`config.mk`:
```
export PLATFORM = sky130hd
export DESIGN_NAME = screen_span_occlusion_clipper_core
export DESIGN_NICKNAME = d
export VERILOG_FILES = /design/src/hdl/sspc_pkg.sv /design/src/hdl/sspc_front.sv /design/src/hdl/sspc_back.sv /design/src/hdl/screen_span_occlusion_clipper_core.sv
export SDC_FILE = /design/constraint.sdc
export NUM_CORES = 2
export LEC_CHECK = 0
export BUFFER_PORTS_ARGS = -buffer_cell sky130_fd_sc_hd__buf_2
export CORE_UTILIZATION = 30
export DETAILED_ROUTE_END_ITERATION = 7
export GPL_ROUTABILITY_DRIVEN = 0
export PLACE_DENSITY = 0.51
export SYNTH_ARGS = -nofsm -noshare
export SYNTH_HDL_FRONTEND = slang
export SYNTH_SLANG_ARGS = --single-unit
```
`constraint.sdc`:
```
create_clock -name clk -period 10.4 [get_ports clk]
set_input_delay 2.08 -clock clk [delete_from_list [all_inputs] [get_ports clk]]
set_output_delay 2.08 -clock clk [all_outputs]
set_load 0.1 [all_outputs]
```
`src/hdl/sspc_pkg.sv`:
```
// ----------------------------------------------------------------------------
// sspc_pkg: shared types and constants of the span occlusion clipper
// Holds operation codes, table geometry and the front-to-back command type.
// ----------------------------------------------------------------------------
package sspc_pkg;

  localparam int MaxRanges = 32;
  localparam int IdxW      = $clog2(MaxRanges);
  localparam int CntW      = $clog2(MaxRanges + 1);
  localparam int ColW      = 12;
  localparam int ResultLimit = 32;
  localparam int EmitW     = $clog2(ResultLimit + 1);

  localparam logic signed [ColW-1:0] NegInf = -12'sd2048;
  localparam logic signed [ColW-1:0] PosInf = 12'sd2047;
  localparam logic [10:0]            ResetWidth = 11'd320;

  typedef enum logic [1:0] {
    OP_CLEAR = 2'd0,
    OP_SOLID = 2'd1,
    OP_PASS  = 2'd2,
    OP_NONE  = 2'd3
  } op_t;

  typedef struct packed {
    op_t         op;
    logic [9:0]  xs;
    logic [9:0]  xe;
    logic [15:0] tag;
  } cmd_t;

endpackage

```
`src/hdl/sspc_front.sv`:
```
// ----------------------------------------------------------------------------
// sspc_front: input stage and command queue
// Accepts items, drops ones that cause nothing, and queues the rest.
// ----------------------------------------------------------------------------
module sspc_front import sspc_pkg::*; (
  input  logic        clk,
  input  logic        rst_n,
  input  logic        push,
  output logic        full,
  input  logic [1:0]  in_operation,
  input  logic [9:0]  in_x_start,
  input  logic [9:0]  in_x_end,
  input  logic [15:0] in_wall_id,
  output logic        cmd_valid,
  output cmd_t        cmd,
  input  logic        cmd_take
);

  cmd_t       q_r [2];
  logic [1:0] cnt_r, cnt_nxt;
  logic       rd_r, wr_r;
  logic       keep;
  logic       acc;

  // Drop unused codes and reversed spans at entry.
  assign keep = (in_operation == OP_CLEAR) ||
                ((in_operation == OP_SOLID || in_operation == OP_PASS) &&
                 (in_x_end >= in_x_start));
  assign full = (cnt_r == 2'd2);
  assign acc  = push && !full && keep;
  assign cmd_valid = (cnt_r != 2'd0);
  assign cmd = q_r[rd_r];

  always_comb begin
    cnt_nxt = cnt_r + {1'b0, acc} - {1'b0, cmd_take};
  end

  always_ff @(posedge clk) begin
    if (!rst_n) begin
      cnt_r <= '0;
      rd_r  <= 1'b0;
      wr_r  <= 1'b0;
    end else begin
      cnt_r <= cnt_nxt;
      if (acc) wr_r <= ~wr_r;
      if (cmd_take) rd_r <= ~rd_r;
    end
    if (acc) q_r[wr_r] <= '{op: op_t'(in_operation), xs: in_x_start, xe: in_x_end,
                           tag: in_wall_id};
  end

endmodule

```
`src/hdl/sspc_back.sv`:
```
// ----------------------------------------------------------------------------
// sspc_back: range table sequencer
// Scans the table, emits visible fragments and merges or inserts solid spans; a clear rebuilds the edges.
// ----------------------------------------------------------------------------
module sspc_back import sspc_pkg::*; (
  input  logic        clk,
  input  logic        rst_n,
  input  logic [10:0] width,
  input  logic        cmd_valid,
  input  cmd_t        cmd,
  output logic        cmd_take,
  output logic        res_valid,
  input  logic        res_take,
  output logic [15:0] res_tag,
  output logic [9:0]  res_first,
  output logic [9:0]  res_last,
  output logic        res_end,
  output logic        res_ovf
);

  typedef enum logic [2:0] {
    S_IDLE, S_SCAN, S_WALK, S_SHIFT, S_DEL, S_DONE
  } state_t;

  state_t state_r;
  logic signed [ColW-1:0] beg_r [MaxRanges];
  logic signed [ColW-1:0] fin_r [MaxRanges];
  logic [CntW-1:0]  cnt_r;
  logic [IdxW-1:0]  i_r, j_r, k_r;
  cmd_t             c_r;
  logic             pend_r;      // fragment pending in the staging slot
  logic [15:0]      ptag_r;
  logic [9:0]       pf_r, pl_r;
  logic             povf_r;
  logic [EmitW-1:0] emitted_r;
  logic             ov_r;
  logic [15:0]      otag_r;
  logic [9:0]       of_r, ol_r;
  logic             oend_r, oovf_r;

  logic signed [ColW-1:0] xs, xe, bi, fi, bj1, fj;
  logic solid, jlast, ilast, stall;
  logic [CntW-1:0] i_ext, j_ext;

  assign xs = {2'b00, c_r.xs};
  assign xe = {2'b00, c_r.xe};
  assign solid = (c_r.op == OP_SOLID);
  assign bi = beg_r[i_r];
  assign fi = fin_r[i_r];
  assign fj = fin_r[j_r];
  assign bj1 = beg_r[j_r + 1'b1];
  assign i_ext = CntW'(i_r);
  assign j_ext = CntW'(j_r);
  assign ilast = (i_ext + 1'b1 >= cnt_r);
  assign jlast = (j_ext + 1'b1 >= cnt_r);

  // Staging slot can hand off to the output register when it is free.
  assign stall = pend_r && ov_r && !res_take;
  assign res_valid = ov_r;
  assign res_tag = otag_r;
  assign res_first = of_r;
  assign res_last = ol_r;
  assign res_end = oend_r;
  assign res_ovf = oovf_r;
  assign cmd_take = (state_r == S_IDLE) && cmd_valid;

  // Stage a fragment: flush any earlier one to the output as non-final.
  task automatic stage(input logic signed [ColW-1:0] f, input logic signed [ColW-1:0] l,
                       input logic o);
    if (f <= l && emitted_r < EmitW'(ResultLimit)) begin
      if (pend_r) begin
        ov_r <= 1'b1;
        otag_r <= ptag_r;
        of_r <= pf_r;
        ol_r <= pl_r;
        oend_r <= 1'b0;
        oovf_r <= povf_r;
      end
      pend_r <= 1'b1;
      ptag_r <= c_r.tag;
      pf_r <= f[9:0];
      pl_r <= l[9:0];
      povf_r <= o;
      emitted_r <= emitted_r + 1'b1;
    end
  endtask

  always_ff @(posedge clk) begin
    if (!rst_n) begin
      state_r <= S_IDLE;
      cnt_r   <= CntW'(2);
      pend_r  <= 1'b0;
      ov_r    <= 1'b0;
      beg_r[0] <= NegInf;
      fin_r[0] <= -12'sd1;
      beg_r[1] <= {1'b0, ResetWidth};
      fin_r[1] <= PosInf;
    end else begin
      if (ov_r && res_take) ov_r <= 1'b0;
      // Move the staged fragment out; end flag is known once the next one shows
      // up or the item finishes.
      if (!stall) begin
        unique case (state_r)
          S_IDLE: begin
            if (cmd_valid) begin
              c_r <= cmd;
              i_r <= '0;
              emitted_r <= '0;
              if (cmd.op == OP_CLEAR) begin
                beg_r[0] <= NegInf;
                fin_r[0] <= -12'sd1;
                beg_r[1] <= {1'b0, width};
                fin_r[1] <= PosInf;
                cnt_r <= CntW'(2);
              end else begin
                state_r <= S_SCAN;
              end
            end
          end
          S_SCAN: begin
            if (!ilast && fi < xs - 12'sd1) begin
              i_r <= i_r + 1'b1;
            end else begin
              j_r <= i_r;
              if (xs < bi) begin
                if (xe < bi - 12'sd1) begin
                  if (solid && cnt_r >= CntW'(MaxRanges)) begin
                    stage(xs, xe, 1'b1);
                    state_r <= S_DONE;
                  end else begin
                    stage(xs, xe, 1'b0);
                    if (solid) begin
                      k_r <= IdxW'(cnt_r);
                      state_r <= S_SHIFT;
                    end else state_r <= S_DONE;
                  end
                end else begin
                  stage(xs, bi - 12'sd1, 1'b0);
                  if (solid) beg_r[i_r] <= xs;
                  state_r <= (xe <= fi) ? S_DONE : S_WALK;
                end
              end else begin
                state_r <= (xe <= fi) ? S_DONE : S_WALK;
              end
            end
          end
          S_WALK: begin
            if (!jlast && xe >= bj1 - 12'sd1) begin
              stage(fj + 12'sd1, bj1 - 12'sd1, 1'b0);
              j_r <= j_r + 1'b1;
              if (xe <= fin_r[j_r + 1'b1]) begin
                if (solid) begin
                  fin_r[i_r] <= fin_r[j_r + 1'b1];
                  k_r <= i_r + 1'b1;
                  state_r <= S_DEL;
                end else state_r <= S_DONE;
              end
            end else begin
              stage(fj + 12'sd1, xe, 1'b0);
              if (solid) begin
                fin_r[i_r] <= xe;
                k_r <= i_r + 1'b1;
                state_r <= S_DEL;
              end else state_r <= S_DONE;
            end
          end
          S_SHIFT: begin
            // Open a slot at i by moving entries up one per cycle while not stalled.
            if (k_r == i_r) begin
              beg_r[i_r] <= xs;
              fin_r[i_r] <= xe;
              cnt_r <= cnt_r + 1'b1;
              state_r <= S_DONE;
            end else begin
              beg_r[k_r] <= beg_r[k_r - 1'b1];
              fin_r[k_r] <= fin_r[k_r - 1'b1];
              k_r <= k_r - 1'b1;
            end
          end
          S_DEL: begin
            // Compact entries i+1..j out, one move per cycle while not stalled.
            if (CntW'(k_r) + CntW'(j_r - i_r) >= cnt_r) begin
              cnt_r <= cnt_r - CntW'(j_r - i_r);
              state_r <= S_DONE;
            end else begin
              beg_r[k_r] <= beg_r[k_r + (j_r - i_r)];
              fin_r[k_r] <= fin_r[k_r + (j_r - i_r)];
              k_r <= k_r + 1'b1;
            end
          end
          S_DONE: begin
            if (pend_r && !ov_r) begin
              pend_r <= 1'b0;
              ov_r <= 1'b1;
              otag_r <= ptag_r;
              of_r <= pf_r;
              ol_r <= pl_r;
              oend_r <= 1'b1;
              oovf_r <= povf_r;
              state_r <= S_IDLE;
            end else if (!pend_r) begin
              state_r <= S_IDLE;
            end
          end
          default: state_r <= S_IDLE;
        endcase
      end
    end
  end

endmodule

```
`src/hdl/screen_span_occlusion_clipper_core.sv`:
```
// ----------------------------------------------------------------------------
// screen_span_occlusion_clipper_core: column span occlusion clipper
// Timing: an accepted item passes the front queue; the sequencer then scans past ranges and
// stages each fragment; the final fragment follows the insert or merge via the output register.
// Throughput: the sequencer takes a new item only once back in idle with the last one done, plus
// result stalls; it scans, then moves one entry per cycle on insert or merge while not stalled.
// Reset: synchronous, active low; table returns to the low and high edge ranges using
// screen_width 320; queues empty. A clear item rebuilds the edges from the held screen width.
// ----------------------------------------------------------------------------
module screen_span_occlusion_clipper_core import sspc_pkg::*; (
  input  logic        clk,
  input  logic        rst_n,
  input  logic        cfg_we,
  input  logic [10:0] cfg_screen_width,
  input  logic        push,
  output logic        full,
  input  logic [1:0]  in_operation,
  input  logic [9:0]  in_x_start,
  input  logic [9:0]  in_x_end,
  input  logic [15:0] in_wall_id,
  output logic        empty,
  input  logic        pop,
  output logic [15:0] out_tag_out,
  output logic [9:0]  out_span_first,
  output logic [9:0]  out_span_last,
  output logic        out_last,
  output logic        out_overflow
);

  logic [10:0] width_r;
  logic        cmd_valid, cmd_take, res_valid;
  cmd_t        cmd;

  // Hold the screen width; it takes effect at the next clear.
  always_ff @(posedge clk) begin
    if (!rst_n) width_r <= ResetWidth;
    else if (cfg_we) width_r <= cfg_screen_width;
  end

  sspc_front u_front (
    .clk, .rst_n, .push, .full, .in_operation, .in_x_start, .in_x_end, .in_wall_id,
    .cmd_valid, .cmd, .cmd_take
  );

  sspc_back u_back (
    .clk, .rst_n, .width(width_r), .cmd_valid, .cmd, .cmd_take,
    .res_valid, .res_take(pop),
    .res_tag(out_tag_out), .res_first(out_span_first), .res_last(out_span_last),
    .res_end(out_last), .res_ovf(out_overflow)
  );

  assign empty = !res_valid;

  // A fragment never shows first past last.
  a_order: assert property (@(posedge clk) disable iff (!rst_n)
    !empty |-> out_span_first <= out_span_last) else $error("fragment reversed");

  // An overflow fragment is always final; being its item's only fragment is not checked here.
  a_ovf: assert property (@(posedge clk) disable iff (!rst_n)
    (!empty && out_overflow) |-> out_last) else $error("overflow not final");

  // A waiting result holds until popped.
  a_hold: assert property (@(posedge clk) disable iff (!rst_n)
    (!empty && !pop) |=> (!empty && $stable(out_span_first))) else $error("result lost");

endmodule
```
==> impl_metrics.csv <==
group,metric,value,unit
outcome,status,"finished, final reports clean",
layout,multiInputGateArea,34000,um^2
critical_path,critPathCapture,"u_back.fin_r[29][11]",
global_routing,antenna_found_initial,3,
synthesis,synth_cells,3982,
synthesis,yosysSeqAreaShare,0.459,
clock_network,cts_tree,"yes",
flow_run,cap_violations,0,
timing,worst_pin_slew,1.33,ns
timing,finalCriticalPeriod,8.16,ns
layout,drive_gt1_frac,0.389,
floorplan,ios,94,
floorplan,core,217000,um^2
power_and_ir_drop,p_total,0.0250,W
route,avgViaCountPerCell,6.31,
timing,skew,0.0553,ns
timing,setup_violations,0,
placed_design,place_ws,2.27,ns
critical_path,cp-end-kind,"flop",
global_routing,grt_pass1_wl,352000,um
synthesis,yosysUniqueCellTypes,86,
route,firstDrtPassIters,6,
route,wl_per_cell,36.1,um
global_routing,overflow,0,
clock_network,cts_buffer_depth,3,
synthesis,async_reset_ff_frac,0,
critical_path,r2r_cells,17,
clock_network,clk_latency,0.81,ns
synthesis,syn_nets,4199,
timing,hold_viol_final,0,
clock_network,cts_resized,0,
clock_network,path_clk_slew,0.07,ns
global_routing,track_usage,0.224,
critical_path,crit_path_start,"u_back.j_r[1]",
timing,final_max_slew_viol_count,0,
layout,syn2layout_area_growth,12.3,%
route,drc_errors,0,
route,wl,252000,um
timing,period_share,0.785,
floorplan,rows,171,
placed_design,io_buffers,93,
critical_path,start_kind,"flop",
clock_network,cts_buffers,109,
route,via_count,44000,
global_routing,grt_max_degree,103,
floorplan,die_x,469,um
synthesis,synth_ff_type,"edfxtp_1",
global_routing,grt_pass1_vias,43300,
power_and_ir_drop,power.density,340,nW/um^2
layout,seqCellArea,30100,um^2
synthesis,synth_enable_flop_cells,978,
floorplan,dieArea,220000,um^2
power_and_ir_drop,vdd_drop_max,0.669,mV
synthesis,avgSynthCellArea,16.5,um^2
placed_design,hpwl,162000,um
timing,holdWs,0.417,ns
timing,grt_setup_unrepaired,"no",
critical_path,critPathRequiredTime,10.77,ns
critical_path,rrSetupSlack,2.24,ns
synthesis,synth_warnings,0,
power_and_ir_drop,leakage,24.0,nW
floorplan,initial_core_util,0.302,
clock_network,clockRootBuffer,"clkbuf_16",
hold_path,hp-class,"flop to flop",
route,ant_nets,0,
synthesis,ys_ff_latch,1015,
critical_path,critPathArrivalTime,8.53,ns
critical_path,r2r_start,"u_back.j_r[1]",
clock_network,cts.sinks,1015,
synthesis,netlist_area,65600,um^2
layout,fill_cells,20500,
timing,maxSlewHeadroom,0.111,
timing,tns,0,ns
critical_path,worstSetupPathType,"flop to flop",
clock_network,hold_buffers,0,
timing,fmax,0.123,GHz
timing,fin_ws,2.24,ns
clock_network,post_cts_buffers,0,
floorplan,die_h,469,um
layout,fin_nets,4244,
critical_path,critPathMaxFanout,42,
clock_network,h-tree-depth,3,
route,drtIter0Drc,6865,
critical_path,r2r_end,"u_back.fin_r[29][11]",
[cells in the mapped netlist, types with 10 or more instances]
cell type     n  area (um^2)
a211oi_1     26          195
a21o_1       53          398
a21oi_1      79          395
a221o_1      14          140
a22oi_1      26          195
a31oi_1      20          125
and2_1       18          113
and3_1       19          119
buf_1        88          330
buf_2        41          205
buf_4        11         82.6
clkbuf_1    157          589
dfxtp_1      37          741
edfxtp_1    978        29400
ha_1        156         1950
inv_1       115          432
mux2_2       61          687
mux2i_1     177         1770
mux4_2     1005        22600
nand2_1     215          807
nand2b_1     26          163
nand3_1      63          315
nand4_1      25          156
nor2_1      197          739
nor2b_1      27          169
nor3_1       24          120
o21a_1       14          105
o21ai_0      61          305
o21ai_1      10         50.1
o22ai_1      13         81.3
xnor2_1      42          368
xor2_1       27          236
[cell type report]
class | instances | area share
timing repair buffer | 239 | 0.0238
inverter | 118 | 0.00602
clock inverter | 75 | 0.0113
multi-input combinational | 2544 | 0.462
clock buffer | 127 | 0.0387
sequential | 1015 | 0.409
tap | 2854 | 0.0485
antenna | 1 | 0.0000340
[state kept, by name, indices dropped and copies added (netlist names), 6 cells and up, named ones only]
| name | flops |
|---|---|
| u_back.beg_r | 384 |
| u_back.c_r | 38 |
| u_back.res_last | 10 |
| u_back.emitted_r | 6 |
| u_back.pl_r | 10 |
| u_back.ptag_r | 16 |
| u_back.cnt_r | 6 |
| u_back.pf_r | 10 |
| u_back.res_first | 10 |
| u_back.res_tag | 16 |
| u_back.fin_r | 384 |
| u_front.q_r | 76 |
| width_r | 11 |
[per-layer routing]
layer	GRT usage	wire length, um
met5	0	0
met4	0.0987	11900
met3	0.0567	25500
met2	0.353	118000
met1	0.292	96400
[worst min-delay path by stage]
stage	cells past startpoint	to	start	slack, ns
2_1_floorplan	0	u_back.ptag_r[0]	u_back.c_r[0]	0.40
3_3_place_gp	0	u_back.res_tag[8]	u_back.ptag_r[8]	0.40
3_5_place_dp	0	u_back.ptag_r[6]	u_back.c_r[6]	0.40
4_1_cts	0	u_back.ptag_r[6]	u_back.c_r[6]	0.42
5_1_grt	0	u_back.res_last[5]	u_back.pl_r[5]	0.42
6_report	0	u_back.res_first[8]	u_back.pf_r[8]	0.42
[cell families after synthesis]
logic type / share of synthesized area
multiplexers: 0.383
adder cells (fa/ha/maj): 0.0321
XOR/XNOR: 0.00956
flip-flops: 0.459
buffers and inverters: 0.0265
AO/OA/AOI/OAI: 0.0425
AND/OR/NAND/NOR: 0.0470
[layout by cell type (no fill, tap or decap), drive strengths merged, types with 42 or more instances in the layout]
| cell | n |
|---|---|
| mux2 | 61 |
| nand2 | 215 |
| ha | 156 |
| clkinv | 44 |
| nor2 | 197 |
| a21oi | 79 |
| edfxtp | 978 |
| inv | 124 |
| buf | 239 |
| clkbuf | 127 |
| a21o | 53 |
| mux2i | 179 |
| mux4 | 1005 |
| xnor2 | 42 |
| o21ai | 72 |
| nand3 | 64 |
[critical path, stage by stage (launching register included)]
cell and delay [ns]:
edfxtp_1 0.60, ha_4 0.97, mux4_2 0.60, mux2_2 0.32
o2111ai_1 0.80, ha_1 0.33, xor2_1 0.29, ha_1 0.29
a21o_1 0.15, a21o_1 0.18, a21o_1 0.17, maj3_1 0.32
a211oi_1 0.22, o21ai_0 0.15, a311o_1 0.36, nand3_2 0.37
o221ai_2 0.38, nor2_2 1.15
[through the flow]
| stage | cell area [um^2] | instances | utilization |
|---|---|---|---|
| after detailed placement | 69900 | 6770 | 0.322 |
| final | 73600 | 6973 | 0.339 |
| after floorplan | 65600 | 3982 | - |
| after global placement | 69900 | 6770 | 0.322 |
| after global routing | 73600 | 6973 | 0.339 |
| after CTS | 73600 | 6972 | 0.339 |
[where the power goes]
group          leakage (nW)  internal (W)  switching (W)
registers              9.21       0.00535       0.000435
logic                  13.0       0.00635        0.00882
clock network          1.77       0.00228        0.00180
(Power assumes the default switching activity.)
